<file path="src/sv/crc32bh_pkg.sv">
// Shared widths and constants for the byte-serial CRC-32 hash core.
package crc32bh_pkg;

   localparam int unsigned ByteWidth = 8;
   localparam int unsigned CrcWidth  = 32;

   localparam logic [CrcWidth-1:0] CrcPoly   = 32'hEDB8_8320;
   localparam logic [CrcWidth-1:0] CrcInit   = 32'hFFFF_FFFF;
   localparam logic [CrcWidth-1:0] ZeroSubst = 32'd17;

   typedef logic [ByteWidth-1:0] byte_type;
   typedef logic [CrcWidth-1:0]  crc_type;

endpackage

</file>
<file path="src/sv/crc32bh_req_if.sv">
// Input channel: one array byte per word, with present and last flags.
interface crc32bh_req_if;
   logic                    valid;
   logic                    ready;
   crc32bh_pkg::byte_type   data_byte;
   logic                    byte_present;
   logic                    last_byte;

   modport source (output valid, output data_byte, output byte_present,
                   output last_byte, input ready);
   modport sink   (input valid, input data_byte, input byte_present,
                   input last_byte, output ready);
endinterface

</file>
<file path="src/sv/crc32bh_rsp_if.sv">
// Result channel: one 32-bit hash word per array.
interface crc32bh_rsp_if;
   logic                  valid;
   logic                  ready;
   crc32bh_pkg::crc_type  hash_value;

   modport source (output valid, output hash_value, input ready);
   modport sink   (input valid, input hash_value, output ready);
endinterface

</file>
<file path="src/sv/crc32_byte_hash_core.sv">
// Top level of the byte-serial reflected CRC-32 array hash.
//
// Usage:
//   req_chan carries one byte of an array per word: data_byte, byte_present
//   (0 means the byte is ignored, e.g. for an empty array) and last_byte.
//   rsp_chan carries one hash_value word for each word marked last_byte:
//   the CRC register (init all ones, polynomial 0xEDB88320, no final
//   inversion), with 17 given in place of zero. The register then rearms.
// Timing:
//   One word accepted per cycle unless stalled (see Stall). A last word's
//   hash reaches rsp_chan through the input register, then the result
//   register. The rate is set by the unrolled eight-bit CRC fold, which
//   updates the state register once per cycle while words move on.
// Reset:
//   Synchronous, active high; clears both stages and loads all ones.
// Stall:
//   While a hash waits on rsp_chan, non-last words keep flowing; a second
//   last word holds in the input register and ready drops until the
//   pending hash is taken.
module crc32_byte_hash_core (
   input  logic           clock,
   input  logic           reset,
   crc32bh_req_if.sink    req_chan,
   crc32bh_rsp_if.source  rsp_chan
);

   crc32bh_core u_core (
      .clock    (clock),
      .reset    (reset),
      .req_chan (req_chan),
      .rsp_chan (rsp_chan)
   );

endmodule

</file>
<file path="src/sv/crc32bh_fold.sv">
// Byte fold logic: eight-bit unrolled reflected CRC step plus hash finish.
module crc32bh_fold (
   input  crc32bh_pkg::crc_type   crc_cur,
   input  crc32bh_pkg::byte_type  data_byte,
   input  logic                   byte_present,
   input  logic                   last_byte,
   output crc32bh_pkg::crc_type   crc_next,
   output crc32bh_pkg::crc_type   hash_value
);

   crc32bh_pkg::crc_type folded;
   crc32bh_pkg::crc_type crc_upd;

   always_comb begin
      crc32bh_pkg::crc_type idx;
      idx = {{(crc32bh_pkg::CrcWidth-crc32bh_pkg::ByteWidth){1'b0}},
             crc_cur[crc32bh_pkg::ByteWidth-1:0] ^ data_byte};
      for (int k = 0; k < crc32bh_pkg::ByteWidth; k++) begin
         if (idx[0]) begin
            idx = (idx >> 1) ^ crc32bh_pkg::CrcPoly;
         end else begin
            idx = idx >> 1;
         end
      end
      folded = (crc_cur >> crc32bh_pkg::ByteWidth) ^ idx;
   end

   assign crc_upd    = byte_present ? folded : crc_cur;
   assign hash_value = (crc_upd == '0) ? crc32bh_pkg::ZeroSubst : crc_upd;
   // end of array rearms the register for the next one
   assign crc_next   = last_byte ? crc32bh_pkg::CrcInit : crc_upd;

endmodule

</file>
<file path="src/sv/crc32bh_core.sv">
// Two-stage datapath: input word register, CRC state and result register.
module crc32bh_core (
   input  logic                clock,
   input  logic                reset,
   crc32bh_req_if.sink         req_chan,
   crc32bh_rsp_if.source       rsp_chan
);

   logic                   s1_valid_ff, s1_valid_in;
   crc32bh_pkg::byte_type  s1_byte_ff;
   logic                   s1_present_ff;
   logic                   s1_last_ff;
   crc32bh_pkg::crc_type   crc_ff, crc_in;
   logic                   out_valid_ff, out_valid_in;
   crc32bh_pkg::crc_type   out_hash_ff;

   crc32bh_pkg::crc_type   crc_next;
   crc32bh_pkg::crc_type   hash_value;
   logic                   out_free;
   logic                   s1_go;
   logic                   req_take;

   crc32bh_fold u_fold (
      .crc_cur      (crc_ff),
      .data_byte    (s1_byte_ff),
      .byte_present (s1_present_ff),
      .last_byte    (s1_last_ff),
      .crc_next     (crc_next),
      .hash_value   (hash_value)
   );

   assign out_free = !out_valid_ff || rsp_chan.ready;
   // a non-last word never needs the result slot, so it always moves on
   assign s1_go    = s1_valid_ff && (!s1_last_ff || out_free);
   assign req_chan.ready = !s1_valid_ff || s1_go;
   assign req_take = req_chan.valid && req_chan.ready;

   assign s1_valid_in  = req_take || (s1_valid_ff && !s1_go);
   assign crc_in       = s1_go ? crc_next : crc_ff;
   assign out_valid_in = (s1_go && s1_last_ff) || (out_valid_ff && !rsp_chan.ready);

   always_ff @(posedge clock) begin
      if (reset) begin
         s1_valid_ff  <= 1'b0;
         out_valid_ff <= 1'b0;
         crc_ff       <= crc32bh_pkg::CrcInit;
      end else begin
         s1_valid_ff  <= s1_valid_in;
         out_valid_ff <= out_valid_in;
         crc_ff       <= crc_in;
      end
   end

   always_ff @(posedge clock) begin
      if (req_take) begin
         s1_byte_ff    <= req_chan.data_byte;
         s1_present_ff <= req_chan.byte_present;
         s1_last_ff    <= req_chan.last_byte;
      end
      if (s1_go && s1_last_ff) begin
         out_hash_ff <= hash_value;
      end
   end

   assign rsp_chan.valid      = out_valid_ff;
   assign rsp_chan.hash_value = out_hash_ff;

endmodule
</file>
<file path="src/flat_wrapper.sv">
// flat-port wrapper written by rule: the top's interface ports become plain ports
module crc32_byte_hash_core_flat 
  (clock, reset, req_chan_valid, req_chan_data_byte, req_chan_byte_present, req_chan_last_byte, req_chan_ready, rsp_chan_valid, rsp_chan_hash_value, rsp_chan_ready);
  crc32bh_req_if req_chan_i ();
  crc32bh_rsp_if rsp_chan_i ();
  input  logic clock;
  input  logic reset;
  input wire logic [$bits(req_chan_i.valid)-1:0] req_chan_valid;
  input wire logic [$bits(req_chan_i.data_byte)-1:0] req_chan_data_byte;
  input wire logic [$bits(req_chan_i.byte_present)-1:0] req_chan_byte_present;
  input wire logic [$bits(req_chan_i.last_byte)-1:0] req_chan_last_byte;
  output wire logic [$bits(req_chan_i.ready)-1:0] req_chan_ready;
  output wire logic [$bits(rsp_chan_i.valid)-1:0] rsp_chan_valid;
  output wire logic [$bits(rsp_chan_i.hash_value)-1:0] rsp_chan_hash_value;
  input wire logic [$bits(rsp_chan_i.ready)-1:0] rsp_chan_ready;
  assign req_chan_i.valid = req_chan_valid;
  assign req_chan_i.data_byte = req_chan_data_byte;
  assign req_chan_i.byte_present = req_chan_byte_present;
  assign req_chan_i.last_byte = req_chan_last_byte;
  assign req_chan_ready = req_chan_i.ready;
  assign rsp_chan_valid = rsp_chan_i.valid;
  assign rsp_chan_hash_value = rsp_chan_i.hash_value;
  assign rsp_chan_i.ready = rsp_chan_ready;
  crc32_byte_hash_core u_core (.clock(clock), .reset(reset), .req_chan(req_chan_i), .rsp_chan(rsp_chan_i));
endmodule
</file>
<file path="config.mk">
export PLATFORM = sky130hd
export DESIGN_NAME = crc32_byte_hash_core_flat
export DESIGN_NICKNAME = d
export VERILOG_FILES = /design/src/sv/crc32bh_pkg.sv /design/src/sv/crc32bh_req_if.sv /design/src/sv/crc32bh_rsp_if.sv /design/src/sv/crc32_byte_hash_core.sv /design/src/sv/crc32bh_fold.sv /design/src/sv/crc32bh_core.sv /design/src/flat_wrapper.sv
export SDC_FILE = /design/constraint.sdc
export NUM_CORES = 1
export LEC_CHECK = 0
export BUFFER_PORTS_ARGS = -buffer_cell sky130_fd_sc_hd__buf_2
export CORE_MARGIN = 4
export CORE_UTILIZATION = 33
export DETAILED_ROUTE_END_ITERATION = 10
export GPL_ROUTABILITY_DRIVEN = 1
export HOLD_SLACK_MARGIN = 0.1
export PLACE_DENSITY = 0.5
export SYNTH_ARGS = -nofsm -noshare
export SYNTH_HDL_FRONTEND = slang
export SYNTH_SLANG_ARGS = --single-unit
</file>
<file path="constraint.sdc">
create_clock -name clock -period 2.75 [get_ports clock]
set_input_delay 0.55 -clock clock [delete_from_list [all_inputs] [get_ports clock]]
set_output_delay 0.55 -clock clock [all_outputs]
set_load 0.005 [all_outputs]
</file>
### Word level (Yosys, flattened, before mapping)

Index checks and enable logic that the tools add are counted.

| storage, ports and cells | value |
|---|---|
| flip-flop bits (word level) | 76 |
| bits of input ports | 14 |
| output and inout port bits | 34 |
| logic and storage cells | 43 |

| operators by class | value |
|---|---|
| mux-type cells | 10 |
| bitwise operators | 10 |
| reduce and logical (&&, ||, !) cells | 16 |

Operators with widths:

| kind | count |
|---|---|
| 32-bit 2-to-1 mux | 10 |
| 13-bit inverter with 14-bit output | 7 |
| 32-bit zero test | 1 |
| 24-bit by 32-bit bitwise XOR with 32-bit output | 1 |
| 1-bit inverter with 14-bit output | 1 |
| 8-bit bitwise XOR | 1 |
| 1-bit logical AND | 5 |
| 1-bit zero test | 5 |
| 1-bit logical OR | 5 |

### Logic depth before layout (Yosys ltp)

Gate-level depths: netlist of the first run.

| logic depth | value |
|---|---|
| depth after elaboration | 20 |
| depth in mapped cells | 8 |
| mapped depth without buffers | 7 |

### Modules after synthesis

From an unflattened synthesis of the first run, not the netlist that was laid out.

| second synthesis, totals | value |
|---|---|
| cell total of the unflattened synthesis | 362 |
| area, all modules | 4,394.2 µm² |

Modules (own cells, without submodules):

| module | times used | cells an instance | area an instance (µm²) | seq. area each (µm²) |
|---|---|---|---|---|
| crc32bh_core | 1 | 163 | 2,563.7 | 1,941.9 |
| crc32bh_fold | 1 | 199 | 1,830.5 | 0.0 |

### Least setup slack after synthesis of the first run

Ideal clock, no wire load.

| path | value |
|---|---|
| path type | flip-flop to flip-flop |
| from | register u_core.u_core.s1_byte_ff[5] |
| to | register u_core.u_core.out_hash_ff[0] (netlist: u_core.u_core.rsp_chan.hash_value[0]), data pin |
| library setup time | 0.169 ns |
| arrival time | 2.266 ns |
| data required time | 2.581 ns |
| setup slack | 0.315 ns |
| stages on the path, launching flop included | 8 |
| path buffers | 0 |
| clock period less this slack | 2.435 ns |
| cells stage by stage | edfxtp_1 xnor2_1 xnor2_2 xnor3_1 mux2i_1 and4_1 nand4_1 o31ai_1 |

| on the way | value |
|---|---|
| word-level cells in the longest chain between the ends | 14 |

RTL lines:

| item | RTL line | source |
|---|---|---|
| from (decl) | crc32bh_core.sv:10 | `crc32bh_pkg::byte_type s1_byte_ff;` |
| from (signal assigned) | crc32bh_core.sv:56 | `s1_byte_ff <= req_chan.data_byte;` |
| 8-bit bitwise XOR * | crc32bh_fold.sv:17 | `crc_cur[crc32bh_pkg::ByteWidth-1:0] ^ data_byte};` |
| 32-bit 2-to-1 mux * (6 in a row) | crc32bh_fold.sv:19 | `if (idx[0]) begin` |
| 13-bit inverter with 14-bit output (no line) | - |  |
| 32-bit 2-to-1 mux * | crc32bh_fold.sv:19 |  |
| 13-bit inverter with 14-bit output (no line) | - |  |
| 32-bit 2-to-1 mux * | crc32bh_fold.sv:19 |  |
| 24-bit by 32-bit bitwise XOR with 32-bit output * | crc32bh_fold.sv:25 | `folded = (crc_cur >> crc32bh_pkg::ByteWidth) ^ idx;` |
| 32-bit 2-to-1 mux * | crc32bh_fold.sv:28 | `assign crc_upd = byte_present ? folded : crc_cur;` |
| 32-bit zero test * | crc32bh_fold.sv:29 | `assign hash_value = (crc_upd == '0) ? crc32bh_pkg::ZeroSubst : crc_upd;` |
| to (signal assigned) | crc32bh_core.sv:61 | `out_hash_ff <= hash_value;` |
| to (decl) | crc32bh_core.sv:15 | `crc32bh_pkg::crc_type out_hash_ff;` |

Mark *: on every way between the ends. The rest lies on a longest branch, timed or not.
A chain may end at the register's enable or synchronous reset.

### Worst setup path in the final report of the first run

| path | value |
|---|---|
| from | register u_core.u_core.s1_byte_ff[0] |
| to | register u_core.u_core.out_hash_ff[4] (netlist: u_core.u_core.rsp_chan.hash_value[4]), data pin |

| on the way | value |
|---|---|
| word-level cells in the longest chain between the ends | 17 |
| elaborated cells between the ends (all ways) | 19 |
| those cells by class | mux (9); bitwise (9); reduce/logical (1) |

RTL lines:

| item | RTL line |
|---|---|
| 8-bit bitwise XOR * | crc32bh_fold.sv:17 |
| 32-bit 2-to-1 mux * (2 in a row) | crc32bh_fold.sv:19 |
| 13-bit inverter with 14-bit output (no line) / 32-bit 2-to-1 mux (equally long branches) | - |
| 32-bit 2-to-1 mux * | crc32bh_fold.sv:19 |
| 13-bit inverter with 14-bit output (no line) / 32-bit 2-to-1 mux (equally long branches) | - |
| 32-bit 2-to-1 mux * (2 in a row) | crc32bh_fold.sv:19 |
| 13-bit inverter with 14-bit output (no line) / 32-bit 2-to-1 mux (equally long branches) | - |
| 32-bit 2-to-1 mux * | crc32bh_fold.sv:19 |
| 13-bit inverter with 14-bit output (no line) / 32-bit 2-to-1 mux (equally long branches) | - |
| 32-bit 2-to-1 mux * | crc32bh_fold.sv:19 |
| 13-bit inverter with 14-bit output (no line) | - |
| 32-bit 2-to-1 mux * | crc32bh_fold.sv:19 |
| 24-bit by 32-bit bitwise XOR with 32-bit output * | crc32bh_fold.sv:25 |
| 32-bit 2-to-1 mux * | crc32bh_fold.sv:28 |
| 32-bit zero test | crc32bh_fold.sv:29 |

Marks and branches as above.

==> results of run 1 <==
## area by class of cell
class	instances	share of cell area [%]
clock buffer	12	4.90
sequential	76	40.2
inverter	13	1.01
tap	143	3.71
clock inverter	3	0.804
timing repair buffer	74	9.34
multi-input combinational	228	40.0
## per-layer routing
metal | share of wire, % | vias up | routed length [µm] | GRT usage, %
met3 | 3.4 | 10 | 326 | 3.18
met4 | 1.1 | 0 | 101 | 3.67
met2 | 47 | 54 | 4420 | 22.0
met5 | 0 | - | 0 | 0
met1 | 49 | 1252 | 4630 | 20.0
li1 | - | 1300 | - | -
## path summary, 6_finish.rpt
path / startpoint / end / slack, ns / depth (start not counted)
worst max-delay path: u_core.u_core.s1_byte_ff[0] / u_core.u_core.rsp_chan.hash_value[4] / 0.17 / 8
worst min-delay path: req_chan_data_byte[0] / u_core.u_core.s1_byte_ff[0] / 0.39 / 1
worst max register to register: u_core.u_core.s1_byte_ff[0] / u_core.u_core.rsp_chan.hash_value[4] / 0.17 / 8
worst min register to register: u_core.u_core.crc_ff[18] / u_core.u_core.crc_ff[18] / 0.51 / 2
## report_power, final
| part | leakage, nW | internal (mW) | switching, mW |
|---|---|---|---|
| combinational | 1.23 | 0.628 | 0.568 |
| sequential | 0.664 | 1.32 | 0.0644 |
| clock | 0.134 | 0.694 | 0.422 |
## logic make-up (layout without fill, tap and decap cells)
family | after synthesis | count (layout) | share of synthesized area (%)
AND/OR/NAND/NOR | 99 | 99 | 11.4
flip-flops | 76 | 76 | 49.2
XOR/XNOR | 71 | 71 | 23.4
AO/OA/AOI/OAI | 31 | 31 | 5.29
buffers and inverters | 28 | 102 | 3.36
multiplexers | 27 | 27 | 7.45
## repair_timing
action                                 in CTS  in global routing
setup endpoints to repair                   2                  2
setup buffers                               0                  3
pin swaps                                   0                  1
endpoints found under the hold margin       0                  0
resized for setup                           1                  5
## sequential cells by signal (all words and copies together), names as in the netlist
| name | flops |
|---|---|
| u_core.u_core.s1_byte_ff | 8 |
| u_core.u_core.rsp_chan.valid | 1 |
| u_core.u_core.crc_ff | 32 |
| u_core.u_core.s1_valid_ff | 1 |
| u_core.u_core.s1_present_ff | 1 |
| u_core.u_core.rsp_chan.hash_value | 32 |
| u_core.u_core.s1_last_ff | 1 |
## worst max-delay path, cell delays in order, from the launching register on
cell and delay [ns]:
edfxtp_1 0.42, xnor2_1 0.38, buf_4 0.23, xnor2_2 0.09
xnor2_1 0.31, xnor2_2 0.21, mux2i_1 0.37, o211ai_1 0.15
o31ai_1 0.25
## placed cells by master (no fill, tap or decap), drive strengths merged, types with 2 or more instances in the layout
| cell | netlist | routed |
|---|---|---|
| xnor2 | 46 | 46 |
| o211ai | 14 | 14 |
| nor3 | 2 | 2 |
| buf | 1 | 74 |
| o31ai | 2 | 2 |
| dfxtp | 34 | 34 |
| and3 | 2 | 2 |
| nand2 | 50 | 50 |
| clkinv | 0 | 2 |
| o21ai | 4 | 4 |
| inv | 13 | 13 |
| and2 | 4 | 4 |
| a21oi | 8 | 8 |
| xor2 | 10 | 10 |
| mux2 | 13 | 13 |
| mux2i | 14 | 14 |
| a2111o | 2 | 2 |
| nand3 | 17 | 17 |
| edfxtp | 42 | 42 |
| xnor3 | 14 | 14 |
| nor2b | 2 | 2 |
| clkbuf | 14 | 12 |
| nor4 | 4 | 4 |
| nor2 | 14 | 14 |
==> flow_summary_export.csv, run 1 <==
group,metric,value,unit
status,status,"complete, no violations",
synthesis,synth_common_cells,"nand2_1, edfxtp_1, xnor2_1, dfxtp_1, nand3_1",
sta,worstMarginPinSlew,0.500,ns
cts,insertion_delay,0.33,ns
cts,clkSlewWorstSetupHoldPaths,0.06,ns
synthesis,avgSynthCellArea,11.9,µm²
layout,final_cells,549,
synthesis,ys_seq_elements,76,
drt,routedWlPerCell,17.3,µm
sta,drv_slew,0,
worst_setup_path,required,2.90,ns
die,start_util,34.1,%
layout,ff_latch_area,1940,µm²
placed_design,placedCellCount,531,
hold_path,hp-class,"in2reg",
sta,period_share,93.6,%
global_routing,grt-ovfl-total,0,
sta,skew,0.00631,ns
cts,ctsHoldBuffers,0,
synthesis,yosys.area.top_type,"edfxtp_1",
cts,h-tree-depth,3,
die,die_x,117,µm
sta,final-setup-viol-count,0,
worst_setup_path,worstSetupStartpointType,"flop",
placed_design,place.gp.congestion,0.792,
drt,vias_per_cell,4.77,
cts,tritoncts,"built",
layout,utilization,41.7,%
drt,postRouteAntennaNets,0,
sta,max_freq,0.388,GHz
drt,drc,0,
sta,hold_slack,0.393,ns
cts,cts_max_path_buffers,2,
die,die-area,13800,µm²
synthesis,synthesis.area,3950,µm²
die,core,11600,µm²
placed_design,port_buffers,47,
global_routing,grt_usage,14.2,%
synthesis,yosysWarnings,0,
power,powerDensity,766,nW/µm²
drt,vias,2616,
placed_design,dpl_cell_area,4460,µm²
synthesis,synth_top_cell_area_share,31.9,%
layout,fin_nets,416,
sta,layout_setup_ws,0.175,ns
global_routing,grt_max_degree,34,
layout,syn_to_final_growth,22.2,%
die,row_count,39,
drt,wirelength,9.48,mm
power,total_power,3.70,mW
cts,cts.sinks,76,
layout,drive_above_1_share,28.6,%
layout,antennaDiodeCount,0,
global_routing,grt_pass1_wl,15.1,mm
cts,numCtsBuffers,9,
flow_run,drv_cap,0,
synthesis,synth_area_leaders,"edfxtp_1, dfxtp_1, xnor2_1, xnor3_1, nand2_1",
worst_setup_path,worstSetupPathType,"reg2reg",
sta,period_needed,2.58,ns
synthesis,ys_types,35,
synthesis,synthFlopType,"edfxtp_1",
sta,relSlewSlack,66.7,%
sta,hold_viol,0,
synthesis,yosysMostFrequentCell,"nand2_1",
global_routing,antenna_found_initial,0,
placed_design,post-place-ws,-0.0351,ns
synthesis,syn-num-nets,346,
power,ir_drop,0.000340,V
worst_setup_path,arrival,2.73,ns
power,leakage,2.03,nW
sta,tns,0,ns
die,ios,48,
layout,multi_input_area,1930,µm²
global_routing,grt_pass1_vias,2610,
drt,first_iter_violations,82,
drt,first_pass_iters,4,
layout,design_area,4820,µm²
placed_design,dp_hpwl,6.95,mm
cts,cts-root-buf,"clkbuf_16",
synthesis,async_flop_share,0,%
layout,nFillCells,1092,
worst_setup_path,cp_max_fo,3,
synthesis,synth_edf_count,42,
synthesis,netlist_instances,332,
synthesis,synth_seq_area_share,49.2,%
die,die_h,117,µm
worst_setup_path,end_kind,"flop",
No activity file was read; power rests on OpenSTA's default activity.
==> run 2: changes to the inputs <==
REMOVE_ABC_BUFFERS = 1   (was not set)
==> run 2 against run 1 <==
Effect of this change:
- global-route usage shrank 0.17 points
- fmax shrank 0.22%
- utilization grew 1.1 points
- clock skew down 0.0016 ns
- sequential share of layout area down 0.98 points
- sequential power about the same
- final cell count unchanged
- via count shrank 0.23%
- clock power is 29% higher
- largest cell class is now multi-input combinational cells
==> flow_summary_export.csv, run 2 (synthesized netlist as in run 1, its figures left out) <==
group,metric,value,unit
layout,final_cell_mix,"nand2_1, buf_2, edfxtp_1, xnor2_1, dfxtp_1",
global_routing,antenna_found_initial,0,
placed_design,place.gp.congestion,0.803,
worst_setup_path,cp_slowest_stage_delay,0.41,ns
die,start_util,34.1,%
global_routing,grt_max_degree,36,
layout,final_common_cell,"nand2_1",
cts,numCtsBuffers,9,
worst_setup_path,path_cells,"xnor2_2 -> buf_4 -> xnor2_1 -> xor2_1 -> xnor2_2 -> xnor2_1 -> mux2_4 -> a2111o_1",
cts,cts.sinks,76,
global_routing,grt_usage,14.0,%
cts,tritoncts,"built",
drt,vias,2610,
worst_setup_path,cp_max_fo,7,
cts,cts-root-buf,"clkbuf_16",
layout,drive_above_1_share,31.3,%
sta,skew,0.00472,ns
sta,worstMarginPinSlew,0.496,ns
power,leakage,2.09,nW
die,row_count,39,
global_routing,grt-ovfl-total,0,
die,ios,48,
worst_setup_path,worstSetupPathType,"reg2reg",
sta,max_freq,0.387,GHz
hold_path,hp-class,"in2reg",
placed_design,port_buffers,47,
drt,drc,0,
layout,syn_to_final_growth,25.3,%
layout,utilization,42.8,%
global_routing,grt_pass1_wl,15.2,mm
power,ir_drop,0.000318,V
drt,first_iter_violations,167,
sta,tns,0,ns
worst_setup_path,cp_num_buf_inv,1,
placed_design,dp_hpwl,6.66,mm
layout,fin_nets,415,
power,powerDensity,816,nW/µm²
sta,rsz0062_at_grt,"false",
worst_setup_path,required,2.97,ns
sta,relSlewSlack,66.8,%
layout,design_area,4950,µm²
worst_setup_path,worstSetupStartpointType,"flop",
drt,first_pass_iters,4,
layout,antennaDiodeCount,0,
sta,drv_slew,0,
worst_setup_path,critical-path-top-delay-family,"XOR/XNOR gates",
sta,period_needed,2.58,ns
cts,ctsHoldBuffers,0,
die,core,11600,µm²
die,die_h,117,µm
sta,period_share,93.8,%
cts,clkSlewWorstSetupHoldPaths,0.06,ns
worst_setup_path,arrival,2.80,ns
status,status,"complete, no violations",
worst_setup_path,end_kind,"flop",
drt,routedWlPerCell,16.9,µm
cts,insertion_delay,0.33,ns
sta,hold_viol,0,
placed_design,dpl_cell_area,4480,µm²
worst_setup_path,crit_slowest_cell,"edfxtp_1",
sta,hold_slack,0.392,ns
cts,cts_max_path_buffers,2,
drt,postRouteAntennaNets,0,
die,die-area,13800,µm²
global_routing,grt_pass1_vias,2640,
drt,vias_per_cell,4.75,
die,die_x,117,µm
flow_run,drv_cap,0,
cts,h-tree-depth,3,
drt,wirelength,9.30,mm
sta,final-setup-viol-count,0,
## run 2: worst paths after layout
check,slack (ns),from,cells after the start,end
setup / recovery,0.17,u_core.u_core.s1_byte_ff[3],8,u_core.u_core.crc_ff[23]
hold / removal,0.39,req_chan_last_byte,1,u_core.u_core.s1_last_ff
setup reg to reg,0.17,u_core.u_core.s1_byte_ff[3],8,u_core.u_core.crc_ff[23]
hold reg to reg,0.50,u_core.u_core.crc_ff[18],2,u_core.u_core.crc_ff[18]
## run 2: area by class of cell
| type | instances | area (µm²) |
|---|---|---|
| fillers | 1077 | 6620 |
| multi-input cells | 228 | 1950 |
| flip-flops and latches | 76 | 1940 |
| repair buffers | 73 | 455 |
| clock buffers | 13 | 280 |
| well taps | 143 | 179 |
| clock inverters | 3 | 90.1 |
| inverters | 13 | 48.8 |
## run 2: layer usage
metal | track usage [%] | vias to the layer above | wire length (µm)
li1 | - | 1297 | -
met1 | 19.1 | 1237 | 4320
met2 | 22.6 | 66 | 4450
met3 | 3.46 | 10 | 435
met4 | 3.23 | 0 | 102
met5 | 0 | - | 0
## run 2: worst reg2reg max path, stage by stage (launching register included)
cell and delay (ns):
edfxtp_1 0.41, xnor2_2 0.19, buf_4 0.20, xnor2_1 0.42, xor2_1 0.18, xnor2_2 0.28
xnor2_1 0.12, mux2_4 0.27, a2111o_1 0.40
## run 2: metrics by stage
stage	power (mW)	setup slack, ns	cells
final	4.04	0.169	549
after global routing	4.23	0.0169	549
after CTS	4.05	0.0162	549
after detailed placement	2.58	-0.324	532
after global placement	2.58	-0.370	532
after floorplan	2.23	-0.0738	317
## run 2: timing repair
item / in CTS / in global routing
buffers inserted: 1 / 0
gates resized for setup: 3 / 9
pin swaps: 1 / 1
endpoints found under the setup margin: 2 / 4
## run 2: report_power, final
part	internal [mW]	switching [mW]	total, mW
clock	0.986	0.452	1.44
combinational	0.633	0.583	1.22
sequential	1.32	0.0600	1.38
==> run 3: changes to the inputs <==
CTS_BUF_LIST = sky130_fd_sc_hd__clkbuf_4 sky130_fd_sc_hd__clkbuf_8   (was not set)
==> run 3 against run 2 <==
Effect of this change:
- clock skew up 0.0039 ns
- critical path depth down 1
- non-clock buffer count up 1
- global-route usage down 0.053 points
- utilization down 0.54 points
- critical path type unchanged
- largest cell class unchanged
==> flow_summary_export.csv, run 3 (synthesized netlist as in run 1, its figures left out) <==
group,metric,value,unit
drt,routedWlPerCell,16.7,µm
placed_design,placedCellCount,532,
sta,hold_viol,0,
power,power_frac_seq,37.2,%
cts,h-tree-depth,3,
sta,final-setup-viol-count,0,
drt,vias,2618,
layout,final_cell_mix,"nand2_1, buf_2, edfxtp_1, xnor2_1, dfxtp_1",
worst_setup_path,cp_max_fo,3,
power,ir_drop,0.000270,V
drt,wirelength,9.20,mm
placed_design,place.gp.congestion,0.803,
layout,final_cells,550,
cts,numCtsBuffers,9,
cts,ctsHoldBuffers,0,
power,p_comb_share,32.9,%
cts,clkSlewWorstSetupHoldPaths,0.08,ns
cts,cts.sinks,76,
global_routing,grt-ovfl-total,0,
sta,drv_slew,0,
sta,period_share,95.8,%
drt,vias_per_cell,4.76,
die,die_h,117,µm
sta,layout_setup_ws,0.116,ns
layout,fin_nets,416,
sta,worstMarginPinSlew,0.530,ns
worst_setup_path,worstSetupStartpointType,"flop",
hold_path,hp-class,"in2reg",
global_routing,grt_max_degree,36,
layout,syn_to_final_growth,23.7,%
worst_setup_path,arrival,2.81,ns
cts,cts-root-buf,"clkbuf_8",
status,status,"complete, no violations",
placed_design,dp_hpwl,6.66,mm
sta,tns,0,ns
global_routing,grt_pass1_vias,2637,
flow_run,drv_cap,0,
sta,skew,0.00866,ns
die,start_util,34.1,%
power,intPower,2.66,mW
power,leakage,2.06,nW
die,row_count,39,
placed_design,port_buffers,47,
layout,drive_above_1_share,31.7,%
layout,final_common_cell,"nand2_1",
sta,relSlewSlack,64.5,%
cts,cts_max_path_buffers,2,
sta,rsz0062_at_grt,"false",
worst_setup_path,end_kind,"flop",
power,p_sw_share,28.3,%
layout,nFillCells,1080,
die,die_x,117,µm
sta,max_freq,0.380,GHz
die,ios,48,
global_routing,grt_usage,13.9,%
layout,design_area,4890,µm²
power,powerDensity,760,nW/µm²
power,p_sw,1.05,mW
worst_setup_path,worstSetupPathType,"reg2reg",
layout,antennaDiodeCount,0,
die,die-area,13800,µm²
drt,first_pass_iters,4,
placed_design,dpl_cell_area,4480,µm²
global_routing,grt_pass1_wl,15.1,mm
global_routing,antenna_found_initial,0,
cts,tritoncts,"built",
drt,first_iter_violations,146,
cts,insertion_delay,0.35,ns
drt,drc,0,
sta,period_needed,2.63,ns
power,p_clk_share,29.9,%
drt,postRouteAntennaNets,0,
worst_setup_path,required,2.93,ns
die,core,11600,µm²
placed_design,post-place-ws,-0.324,ns
## run 3: cell count changes in the layout (fill, tap and decap cells not counted)
| cell | previous run | this run |
|---|---|---|
| buf_12 | 2 | 3 |
| xnor2_2 | 10 | 9 |
| clkbuf_16 | 9 | 0 |
| clkbuf_8 | 4 | 13 |
| xor2_2 | 0 | 1 |
| xnor2_4 | 2 | 3 |
| xor2_1 | 8 | 7 |
## run 3: metrics by stage
stage	utilization (%)	hold slack, ns	total power, mW
after floorplan	-	0.461	2.23
after global placement	38.7	0.477	2.58
after detailed placement	38.7	0.490	2.58
after CTS	41.6	0.358	3.73
after global routing	42.2	0.351	3.91
final	42.2	0.371	3.71
## run 3: worst max-delay path: stages, from the launching register on
cell	delay [ns]
edfxtp_1	0.48
xnor2_4	0.33
xnor2_1	0.11
mux2_2	0.30
or4b_1	0.49
nor4_2	0.26
o211ai_1	0.20
o31ai_1	0.28
## run 3: per-layer routing
layer / up-vias / part of all wire (%) / track usage [%]
met5: - / 0 / 0
met4: 0 / 1.8 / 3.96
met3: 15 / 4.7 / 2.84
met2: 72 / 47 / 22.4
met1: 1240 / 47 / 19.1
li1: 1291 / - / -
## run 3: repair_timing
action | 4_1_cts | 5_1_grt
gates resized for setup | 6 | 8
buffers inserted | 1 | 1
setup endpoints to repair | 2 | 4
cloned | 0 | 0
pin swaps | 1 | 2
endpoints found under the hold margin | 0 | 0
## run 3: final cells by class
cell class	instances	area (µm²)	area share [%]
inverter	13	48.8	0.999
clock inverter	3	90.1	1.84
multi-input combinational	228	1970	40.3
sequential	76	1940	39.8
timing repair buffer	74	475	9.73
tap	143	179	3.66
clock buffer	13	179	3.66
## run 3: power by group through the flow
stage / combinational (mW) / sequential, mW / clock, mW
6_report: 1.22 / 1.38 / 1.11
5_1_grt: 1.33 / 1.39 / 1.19
4_1_cts: 1.21 / 1.38 / 1.14
3_5_place_dp: 1.17 / 1.40 / 0
3_3_place_gp: 1.17 / 1.40 / 0
2_1_floorplan: 0.824 / 1.40 / 0
## run 3: path summary, 6_finish.rpt
check                              start                              endpoint  slack (ns)  depth (start not counted)
max          u_core.u_core.s1_byte_ff[7]  u_core.u_core.rsp_chan.hash_value[4]        0.12                          7
min                   req_chan_last_byte              u_core.u_core.s1_last_ff        0.37                          1
max reg2reg  u_core.u_core.s1_byte_ff[7]  u_core.u_core.rsp_chan.hash_value[4]        0.12                          7
min reg2reg     u_core.u_core.crc_ff[12]              u_core.u_core.crc_ff[12]        0.50                          2
